`config.mk`:
```
export PLATFORM = sky130hd
export DESIGN_NAME = lru_write_back_record_cache_unit
export DESIGN_NICKNAME = d
export VERILOG_FILES = /design/src/rtl/core/lwbrc_pkg.sv /design/src/rtl/core/lwbrc_ram.sv /design/src/rtl/core/lwbrc_dpath.sv /design/src/rtl/core/lwbrc_ctrl.sv /design/src/rtl/core/lru_write_back_record_cache_unit.sv
export SDC_FILE = /design/constraint.sdc
export NUM_CORES = 2
export LEC_CHECK = 0
export BUFFER_PORTS_ARGS = -buffer_cell sky130_fd_sc_hd__buf_2
export CAP_MARGIN = 20
export CORE_MARGIN = 3
export CORE_UTILIZATION = 55
export DETAILED_ROUTE_END_ITERATION = 8
export GPL_ROUTABILITY_DRIVEN = 0
export PLACE_DENSITY = 0.74
export SKIP_CTS_REPAIR_TIMING = 1
export SYNTH_ARGS = -nofsm -noshare
export SYNTH_HDL_FRONTEND = slang
export SYNTH_HIERARCHICAL = 1
export SYNTH_SLANG_ARGS = --single-unit
export TNS_END_PERCENT = 10
```
`constraint.sdc`:
```
create_clock -name clk -period 12.15 [get_ports clk]
set_input_delay 1.215 -clock clk [delete_from_list [all_inputs] [get_ports clk]]
set_output_delay 1.215 -clock clk [all_outputs]
set_load 0.01 [all_outputs]
```
`src/rtl/core/lwbrc_pkg.sv`:
```
// Package: codes and controller/datapath interface types for the record cache
`timescale 1ns / 1ps
package lwbrc_pkg;

  localparam logic [1:0] CMD_GET   = 2'd0;
  localparam logic [1:0] CMD_FILL  = 2'd1;
  localparam logic [1:0] CMD_PUT   = 2'd2;
  localparam logic [1:0] CMD_FLUSH = 2'd3;

  localparam logic [1:0] KIND_HIT       = 2'd0;
  localparam logic [1:0] KIND_MISS      = 2'd1;
  localparam logic [1:0] KIND_WRITEBACK = 2'd2;
  localparam logic [1:0] KIND_DONE      = 2'd3;

  localparam logic [1:0] RD_HIT    = 2'd0;
  localparam logic [1:0] RD_VICTIM = 2'd1;
  localparam logic [1:0] RD_FLUSH  = 2'd2;

  typedef struct packed {
    logic       load_in;
    logic       rd_en;
    logic [1:0] rd_src;
    logic       promote;
    logic       put_hit;
    logic       install;
    logic       clear_dirty;
    logic       cnt_clr;
    logic       cnt_inc;
    logic       out_load;
    logic [1:0] out_kind;
    logic       out_last;
  } ctrl_cmd_t;

  typedef struct packed {
    logic [1:0] cmd;
    logic       hit;
    logic       victim_dirty;
    logic       flush_dirty;
    logic       cnt_last;
    logic       out_free;
  } dp_status_t;

endpackage

```
`src/rtl/core/lwbrc_ram.sv`:
```
// Generic single-write, single-read RAM with registered read data
`timescale 1ns / 1ps
module lwbrc_ram #(
  parameter int WIDTH = 64,
  parameter int DEPTH = 8
) (
  input  logic                     clk,
  input  logic                     we,
  input  logic [$clog2(DEPTH)-1:0] waddr,
  input  logic [WIDTH-1:0]         wdata,
  input  logic                     re,
  input  logic [$clog2(DEPTH)-1:0] raddr,
  output logic [WIDTH-1:0]         rdata
);

  logic [WIDTH-1:0] mem [DEPTH];

  always_ff @(posedge clk) begin
    if (we) begin
      mem[waddr] <= wdata;
    end
    if (re) begin
      rdata <= mem[raddr];
    end
  end

endmodule

```
`src/rtl/core/lwbrc_dpath.sv`:
```
// Datapath: tag compare, valid/dirty/rank state, record RAM and result register
`timescale 1ns / 1ps
module lwbrc_dpath #(
  parameter int WAYS        = 8,
  parameter int RECORD_BITS = 32,
  parameter int INDEX_BITS  = 32
) (
  input  logic                   clk,
  input  logic                   rst,
  input  lwbrc_pkg::ctrl_cmd_t   cmd,
  output lwbrc_pkg::dp_status_t  status,
  input  logic [1:0]             command,
  input  logic [INDEX_BITS-1:0]  record_index,
  input  logic [RECORD_BITS-1:0] record_data,
  input  logic                   out_stall,
  output logic                   out_valid,
  output logic [1:0]             kind,
  output logic [INDEX_BITS-1:0]  out_index,
  output logic [RECORD_BITS-1:0] out_data,
  output logic                   last
);
  import lwbrc_pkg::*;

  localparam int AW = $clog2(WAYS);
  localparam int RW = AW;
  localparam int EW = INDEX_BITS + RECORD_BITS;

  logic [1:0]             cmd_q;
  logic [INDEX_BITS-1:0]  idx_q;
  logic [RECORD_BITS-1:0] data_q;

  logic                  valid [WAYS];
  logic                  dirty [WAYS];
  logic [INDEX_BITS-1:0] tag   [WAYS];
  logic [RW-1:0]         rank  [WAYS];
  logic [RW-1:0]         cnt;

  logic [WAYS-1:0] hit_vec;
  logic [AW-1:0]   hit_way;
  logic [AW-1:0]   victim_way;
  logic [AW-1:0]   flush_way;
  logic [AW-1:0]   promo_way;
  logic [AW-1:0]   raddr;
  logic [AW-1:0]   waddr;
  logic            we;
  logic [EW-1:0]   rdata;

  always_comb begin
    hit_way    = '0;
    victim_way = '0;
    flush_way  = '0;
    for (int i = 0; i < WAYS; i++) begin
      hit_vec[i] = valid[i] && (tag[i] == idx_q);
      if (hit_vec[i]) begin
        hit_way = hit_way | AW'(i);
      end
      if (rank[i] == RW'(WAYS - 1)) begin
        victim_way = victim_way | AW'(i);
      end
      if (rank[i] == cnt) begin
        flush_way = flush_way | AW'(i);
      end
    end
  end

  assign promo_way = cmd.install ? victim_way : hit_way;

  always_comb begin
    case (cmd.rd_src)
      RD_HIT:    raddr = hit_way;
      RD_VICTIM: raddr = victim_way;
      RD_FLUSH:  raddr = flush_way;
      default:   raddr = hit_way;
    endcase
  end

  assign we    = cmd.install || cmd.put_hit;
  assign waddr = cmd.install ? victim_way : hit_way;

  lwbrc_ram #(
    .WIDTH(EW),
    .DEPTH(WAYS)
  ) u_ram (
    .clk  (clk),
    .we   (we),
    .waddr(waddr),
    .wdata({idx_q, data_q}),
    .re   (cmd.rd_en),
    .raddr(raddr),
    .rdata(rdata)
  );

  always_ff @(posedge clk) begin
    if (cmd.load_in) begin
      cmd_q  <= command;
      idx_q  <= record_index;
      data_q <= record_data;
    end
    if (cmd.install) begin
      tag[victim_way] <= idx_q;
    end
  end

  always_ff @(posedge clk) begin
    if (rst) begin
      for (int i = 0; i < WAYS; i++) begin
        valid[i] <= 1'b0;
        dirty[i] <= 1'b0;
        rank[i]  <= RW'(i);
      end
      cnt <= '0;
    end else begin
      if (cmd.install) begin
        valid[victim_way] <= 1'b1;
        dirty[victim_way] <= (cmd_q == CMD_PUT);
      end
      if (cmd.put_hit) begin
        dirty[hit_way] <= 1'b1;
      end
      if (cmd.clear_dirty) begin
        dirty[flush_way] <= 1'b0;
      end
      if (cmd.promote) begin
        for (int i = 0; i < WAYS; i++) begin
          if (AW'(i) == promo_way) begin
            rank[i] <= '0;
          end else if (rank[i] < rank[promo_way]) begin
            rank[i] <= rank[i] + 1'b1;
          end
        end
      end
      if (cmd.cnt_clr) begin
        cnt <= '0;
      end else if (cmd.cnt_inc) begin
        cnt <= cnt + 1'b1;
      end
    end
  end

  always_ff @(posedge clk) begin
    if (rst) begin
      out_valid <= 1'b0;
    end else if (cmd.out_load) begin
      out_valid <= 1'b1;
    end else if (!out_stall) begin
      out_valid <= 1'b0;
    end
  end

  always_ff @(posedge clk) begin
    if (cmd.out_load) begin
      kind <= cmd.out_kind;
      last <= cmd.out_last;
      case (cmd.out_kind)
        KIND_HIT, KIND_WRITEBACK: begin
          out_index <= rdata[EW-1:RECORD_BITS];
          out_data  <= rdata[RECORD_BITS-1:0];
        end
        KIND_MISS: begin
          out_index <= idx_q;
          out_data  <= '0;
        end
        default: begin
          out_index <= '0;
          out_data  <= '0;
        end
      endcase
    end
  end

  assign status.cmd          = cmd_q;
  assign status.hit          = |hit_vec;
  assign status.victim_dirty = valid[victim_way] && dirty[victim_way];
  assign status.flush_dirty  = valid[flush_way] && dirty[flush_way];
  assign status.cnt_last     = (cnt == RW'(WAYS - 1));
  assign status.out_free     = !out_valid || !out_stall;

endmodule

```
`src/rtl/core/lwbrc_ctrl.sv`:
```
// Controller: sequences lookup, eviction, hit return and flush walk
`timescale 1ns / 1ps
module lwbrc_ctrl (
  input  logic                  clk,
  input  logic                  rst,
  input  logic                  in_valid,
  output logic                  in_stall,
  input  lwbrc_pkg::dp_status_t status,
  output lwbrc_pkg::ctrl_cmd_t  cmd
);
  import lwbrc_pkg::*;

  localparam logic [2:0] S_IDLE       = 3'd0;
  localparam logic [2:0] S_LOOKUP     = 3'd1;
  localparam logic [2:0] S_EMIT_HIT   = 3'd2;
  localparam logic [2:0] S_EVICT      = 3'd3;
  localparam logic [2:0] S_FLUSH_SCAN = 3'd4;
  localparam logic [2:0] S_FLUSH_EMIT = 3'd5;
  localparam logic [2:0] S_DONE       = 3'd6;

  logic [2:0] state;
  logic [2:0] state_next;

  assign in_stall = (state != S_IDLE);

  always_ff @(posedge clk) begin
    if (rst) begin
      state <= S_IDLE;
    end else begin
      state <= state_next;
    end
  end

  always_comb begin
    cmd        = '0;
    state_next = state;
    case (state)
      S_IDLE: begin
        if (in_valid) begin
          cmd.load_in = 1'b1;
          state_next  = S_LOOKUP;
        end
      end
      S_LOOKUP: begin
        case (status.cmd)
          CMD_GET: begin
            if (status.hit) begin
              cmd.rd_en   = 1'b1;
              cmd.rd_src  = RD_HIT;
              cmd.promote = 1'b1;
              state_next  = S_EMIT_HIT;
            end else if (status.out_free) begin
              cmd.out_load = 1'b1;
              cmd.out_kind = KIND_MISS;
              cmd.out_last = 1'b1;
              state_next   = S_IDLE;
            end
          end
          CMD_FLUSH: begin
            cmd.cnt_clr = 1'b1;
            state_next  = S_FLUSH_SCAN;
          end
          default: begin
            if (status.hit) begin
              if (status.cmd == CMD_PUT) begin
                cmd.put_hit = 1'b1;
                cmd.promote = 1'b1;
              end
              state_next = S_IDLE;
            end else if (status.victim_dirty) begin
              cmd.rd_en  = 1'b1;
              cmd.rd_src = RD_VICTIM;
              state_next = S_EVICT;
            end else begin
              cmd.install = 1'b1;
              cmd.promote = 1'b1;
              state_next  = S_IDLE;
            end
          end
        endcase
      end
      S_EMIT_HIT: begin
        if (status.out_free) begin
          cmd.out_load = 1'b1;
          cmd.out_kind = KIND_HIT;
          cmd.out_last = 1'b1;
          state_next   = S_IDLE;
        end
      end
      S_EVICT: begin
        if (status.out_free) begin
          cmd.out_load = 1'b1;
          cmd.out_kind = KIND_WRITEBACK;
          cmd.out_last = 1'b1;
          cmd.install  = 1'b1;
          cmd.promote  = 1'b1;
          state_next   = S_IDLE;
        end
      end
      S_FLUSH_SCAN: begin
        if (status.flush_dirty) begin
          cmd.rd_en       = 1'b1;
          cmd.rd_src      = RD_FLUSH;
          cmd.clear_dirty = 1'b1;
          state_next      = S_FLUSH_EMIT;
        end else if (status.cnt_last) begin
          state_next = S_DONE;
        end else begin
          cmd.cnt_inc = 1'b1;
        end
      end
      S_FLUSH_EMIT: begin
        if (status.out_free) begin
          cmd.out_load = 1'b1;
          cmd.out_kind = KIND_WRITEBACK;
          if (status.cnt_last) begin
            state_next = S_DONE;
          end else begin
            cmd.cnt_inc = 1'b1;
            state_next  = S_FLUSH_SCAN;
          end
        end
      end
      S_DONE: begin
        if (status.out_free) begin
          cmd.out_load = 1'b1;
          cmd.out_kind = KIND_DONE;
          cmd.out_last = 1'b1;
          state_next   = S_IDLE;
        end
      end
      default: begin
        state_next = S_IDLE;
      end
    endcase
  end

endmodule

```
`src/rtl/core/lru_write_back_record_cache_unit.sv`:
```
// The controller holds one item at a time and takes no new item until it is back in idle;
// hit and writeback data are read through the record RAM's single registered read port.
// Flush: a lookup, a scan of all WAYS entries with a writeback per dirty entry, then a done result.
// Reset: synchronous; clears valid and dirty bits, sets entry i to recency rank i.
// Top level: fully associative LRU write-back record cache
`timescale 1ns / 1ps
module lru_write_back_record_cache_unit #(
  parameter int WAYS        = 8,
  parameter int RECORD_BITS = 32,
  parameter int INDEX_BITS  = 32
) (
  input  logic                   clk,
  input  logic                   rst,
  input  logic                   in_valid,
  output logic                   in_stall,
  input  logic [1:0]             command,
  input  logic [INDEX_BITS-1:0]  record_index,
  input  logic [RECORD_BITS-1:0] record_data,
  output logic                   out_valid,
  input  logic                   out_stall,
  output logic [1:0]             kind,
  output logic [INDEX_BITS-1:0]  out_index,
  output logic [RECORD_BITS-1:0] out_data,
  output logic                   last
);
  import lwbrc_pkg::*;

  ctrl_cmd_t  cmd;
  dp_status_t status;

  lwbrc_ctrl u_ctrl (
    .clk     (clk),
    .rst     (rst),
    .in_valid(in_valid),
    .in_stall(in_stall),
    .status  (status),
    .cmd     (cmd)
  );

  lwbrc_dpath #(
    .WAYS       (WAYS),
    .RECORD_BITS(RECORD_BITS),
    .INDEX_BITS (INDEX_BITS)
  ) u_dpath (
    .clk         (clk),
    .rst         (rst),
    .cmd         (cmd),
    .status      (status),
    .command     (command),
    .record_index(record_index),
    .record_data (record_data),
    .out_stall   (out_stall),
    .out_valid   (out_valid),
    .kind        (kind),
    .out_index   (out_index),
    .out_data    (out_data),
    .last        (last)
  );

endmodule

```
==> results <==
- The required time at the worst-slack endpoint is 12540 ps.
- After clock tree synthesis, the clock-pin slew on the worst setup and hold paths is 70 ps.
- The endpoint kind of the worst setup timing path is a flip-flop.
- In the post-synthesis netlist, the biggest area contributors are sky130_fd_sc_hd__edfxtp_1 (72%), sky130_fd_sc_hd__mux4_2 (7.0%), sky130_fd_sc_hd__xor2_1 (3.8%).
- The area share of the largest cell type after synthesis is 72.2%.
- The die covers 78100 µm².
- The number of pins with negative max-slew slack in the final report is 0.
- The share of synthesized flip-flops with an asynchronous set or reset is 0%.
- The share of the Yosys chip area taken by registers is 73.3%.
- The global-route wire length before repair is 140000 µm.
- The vias after detailed routing is 22000.
- Setup repair after global routing left no endpoint under its margin.
- The synthesis warning total is 6.
- The post-synthesis cell type count is 79.
- The clock reaches the later pin of the worst-skew pair after 660 ps.
- The met3 wirelength from detailed routing is 7630 µm.
- The number of buffers and inverters on the critical path is 2.
- The number of clock buffers added by TritonCTS is 98.
- The floorplan step set the die width to 280 µm.
- Counting every sink on the clock net gives 1012.
- Compared with the post-synthesis result, the final layout area differs by 13.2%.
- The die extent in y is 280 µm.
- Setup violations remaining at the end of the flow were counted as 0.
- The relative max-transition margin is 25.7%.
- The delay of the slowest cell on the worst path is 960 ps.
- The slowest stage of the critical path is the sky130_fd_sc_hd__nor4_2 cell.
- The number of global-route vias before repair came to 22600.
- The count of nets left with antenna violations after detail routing is 0.
- The total power per unit cell area is 164 nW/µm².
- Global routing used 23.9% of the available tracks across all layers.
- VDD sags by at most 0.000132 V.
- The total negative slack is 0 ps.
- The number of hold violations in the final report is 0.
- The H-tree generated during clock tree synthesis spans 3 levels.
- The root cell of the clock tree is sky130_fd_sc_hd__clkbuf_16.
- The signal on the critical path passes through ha_1 > ha_1 > nor4_2 > mux2i_1 > o22ai_1 > o22a_1 > nor2_1 > a22oi_1 > nor2_1 > nand2_1 > o21ai_0 > buf_4 > clkinv_1 > nand2_1 > and3_1 > a31oi_1 > mux2i_1 > ha_1 > nor4b_1 > or4_1.
- Among all flip-flop cells after synthesis, the most frequent one is sky130_fd_sc_hd__edfxtp_1.
- The initial antenna violation count was 2.
- The first-pass detailed-route iteration total is 8.
- The net count of the mapped netlist is 2411.
- The final critical path takes up 64.3% of the cycle.
- The post-route netlist has 22.7% of its cells at a drive strength greater than 1.
- Yosys mapped a number of flops with a built-in enable equal to 989.
- STA classifies the critical path startpoint as a flip-flop.
- A synthesized cell averages 17.8 µm².
- For this block, wires on met1 add up to 37000 µm.
- Using the TritonRoute via totals, the vias-per-cell ratio works out to 6.20.
- The global-route congestion overflow total is 0.
- The floorplan step defined a core boundary enclosing 73600 µm².
- Sorting the synthesized cells by how often they occur yields sky130_fd_sc_hd__edfxtp_1 (989), sky130_fd_sc_hd__xor2_1 (179), sky130_fd_sc_hd__mux4_2 (128).
- The setup slack after layout is 4330 ps.
- On the final layout, the worst clock skew is 26.2 ps.
- The top-level I/O count is 139.
- Max-cap violations in this run came to 0.
- The wire-length estimate of the detail-placed layout is 54100 µm.
- The leakage power total is 15.1 nW.
- The flow ran to the end, and the final reports show no timing, DRC or antenna violations.
- The cell family contributing the most delay on the critical path is simple AND/OR/NAND/NOR gates.
- The clock passes through at most 3 buffers.
- In the final routed layout, each cell accounts on average for 26.2 µm.
- After synthesis the netlist holds a flip-flop and latch count of 1012.
- The class of the most critical setup path is flip-flop to flip-flop.
- Detailed routing placed a total of 45300 µm of wire on met2.
- The first routing iteration left 2456 violations.
- The top routing layer in use is met5.
- The peak clock frequency supported by timing is 128 MHz.
- After detailed routing, the number of remaining DRC violations is 0.
- Along the worst path, the maximum fanout reaches 17.
- The cell type with the largest total area after synthesis is sky130_fd_sc_hd__edfxtp_1.
- The tightest min-delay check is of the flip-flop to flip-flop type.
- The synthesized netlist occupies a cell area of 41200 µm².
- Summed over all layers, the routed wires come to 93000 µm.
- In the synthesized netlist, the number of instances is 2311.
- The transition time at the pin with the least slew margin is 1110 ps.
- The row count is 99.
- Entering global routing, the biggest net connects 68 pins.
- sky130_fd_sc_hd__edfxtp_1 is the most common cell in the netlist.
- The arrival time of the worst setup path is 8210 ps.
- The clock period minus worst slack is 7820 ps.
- The final layout contains 2604 nets.
- TritonCTS built the clock tree.
- During placement, the flow inserted port buffers numbering 138.
- Once the floorplan was initialized, standard cells occupied 55.9% of the core.
- Before CTS, the worst setup slack after placement is 4520 ps.
- Counting stages on the worst path, the most repeated cell is sky130_fd_sc_hd__ha_1.
==> state kept, by name (all words and copies together), names as in the netlist, 2 cells and up <==
signal               cells
u_dpath/tag            256
u_dpath/rank            24
u_dpath/idx_q           32
u_ctrl/state             3
u_dpath/dirty            8
u_dpath/u_ram/mem      512
u_dpath/u_ram/rdata     64
u_dpath/kind             2
u_dpath/out_data        32
u_dpath/valid            8
u_dpath/cnt              3
u_dpath/out_index       32
u_dpath/data_q          32
u_dpath/cmd_q            2
==> metrics by stage <==
step                      hold WS [ps]  cell area, µm²  instances  total power, mW  util, %
after global routing               573           46600       3546             7.88     63.3
after floorplan                    485           41200       2311             4.39        -
after global placement             490           43100       3358             4.56     58.6
final                              535           46600       3547             7.65     63.3
after CTS                          530           46500       3541             7.70     63.2
after detailed placement           518           43100       3358             4.58     58.6
==> cells by family after synthesis <==
group	synth area share (%)
AO/OA/AOI/OAI	2.93
XOR/XNOR	5.89
adder cells (fa/ha/maj)	0.912
buffers and inverters	1.87
flip-flops	73.3
multiplexers	9.08
AND/OR/NAND/NOR	6.03
==> worst paths after layout <==
check / start / end / slack [ps] / depth (start not counted)
min: u_dpath/u_ram/rdata[28] / u_dpath/out_data[28] / 530 / 1
max reg2reg: u_dpath/rank[5][1] / u_dpath/rank[5][0] / 4330 / 20
max: u_dpath/rank[5][1] / u_dpath/rank[5][0] / 4330 / 20
min reg2reg: u_dpath/u_ram/rdata[28] / u_dpath/out_data[28] / 530 / 1
==> worst register-to-register path, stage by stage (launching register included) <==
cell and delay (ps):
sky130_fd_sc_hd__edfxtp_1 520, sky130_fd_sc_hd__ha_1 240, sky130_fd_sc_hd__ha_1 270, sky130_fd_sc_hd__nor4_2 960, sky130_fd_sc_hd__mux2i_1 310, sky130_fd_sc_hd__o22ai_1 100, sky130_fd_sc_hd__o22a_1 280, sky130_fd_sc_hd__nor2_1 100
sky130_fd_sc_hd__a22oi_1 70, sky130_fd_sc_hd__nor2_1 840, sky130_fd_sc_hd__nand2_1 800, sky130_fd_sc_hd__o21ai_0 270, sky130_fd_sc_hd__buf_4 210, sky130_fd_sc_hd__clkinv_1 380, sky130_fd_sc_hd__nand2_1 170, sky130_fd_sc_hd__and3_1 160
sky130_fd_sc_hd__a31oi_1 40, sky130_fd_sc_hd__mux2i_1 750, sky130_fd_sc_hd__ha_1 400, sky130_fd_sc_hd__nor4b_1 100, sky130_fd_sc_hd__or4_1 590
==> metal layers <==
layer,vias to the layer above,global-route usage (%)
met2,1106,38.9
met4,2,8.86
li1,9430,-
met3,243,4.09
met5,-,0
met1,11200,32.9
==> layout make-up <==
type	count	area, µm²
Clock inverter	72	822
Inverter	54	204
Multi-Input combinational cell	1136	10400
Tap cell	959	1200
Fill cell	4963	27000
Sequential cell	1012	30200
Antenna cell	1	2.50
Timing Repair Buffer	202	1230
Clock buffer	111	2550
==> report_power, final <==
part / leakage, nW / switching (mW) / internal, mW / total (mW)
logic: 4.31 / 0.330 / 0.170 / 0.500
registers: 9.14 / 0.0640 / 3.95 / 4.01
clock network: 1.64 / 1.30 / 1.84 / 3.14
==> placed cells by master (no fill, tap or decap), types with 7 or more instances in the layout <==
cell / synthesis / layout
sky130_fd_sc_hd__clkinv_2: 1 / 19
sky130_fd_sc_hd__clkbuf_1: 63 / 9
sky130_fd_sc_hd__nand3b_1: 35 / 35
sky130_fd_sc_hd__and2_1: 8 / 8
sky130_fd_sc_hd__buf_4: 6 / 59
sky130_fd_sc_hd__o22ai_1: 11 / 11
sky130_fd_sc_hd__nand2b_1: 10 / 9
sky130_fd_sc_hd__nor2_1: 61 / 47
sky130_fd_sc_hd__nor4_1: 67 / 67
sky130_fd_sc_hd__clkinvlp_4: 0 / 7
sky130_fd_sc_hd__clkinv_1: 2 / 26
sky130_fd_sc_hd__and3_1: 12 / 11
sky130_fd_sc_hd__mux2i_1: 12 / 11
sky130_fd_sc_hd__nor4b_1: 8 / 8
sky130_fd_sc_hd__edfxtp_1: 989 / 989
sky130_fd_sc_hd__nand3_1: 26 / 26
sky130_fd_sc_hd__nand2_1: 78 / 78
sky130_fd_sc_hd__o21ai_0: 56 / 55
sky130_fd_sc_hd__bufinv_16: 0 / 15
sky130_fd_sc_hd__inv_1: 49 / 49
sky130_fd_sc_hd__dfxtp_1: 23 / 23
sky130_fd_sc_hd__or4_1: 7 / 7
sky130_fd_sc_hd__nor2_4: 0 / 11
sky130_fd_sc_hd__nor3_1: 23 / 21
sky130_fd_sc_hd__nand4_1: 31 / 31
sky130_fd_sc_hd__a21oi_1: 38 / 35
sky130_fd_sc_hd__buf_2: 16 / 138
sky130_fd_sc_hd__xnor2_1: 98 / 98
sky130_fd_sc_hd__mux4_2: 128 / 128
sky130_fd_sc_hd__nor2b_1: 43 / 43
sky130_fd_sc_hd__mux2_2: 64 / 64
sky130_fd_sc_hd__a31oi_1: 8 / 8
sky130_fd_sc_hd__xor2_1: 179 / 179
sky130_fd_sc_hd__ha_1: 30 / 30
sky130_fd_sc_hd__clkbuf_16: 0 / 99
Power figures use the tool's default switching activity.
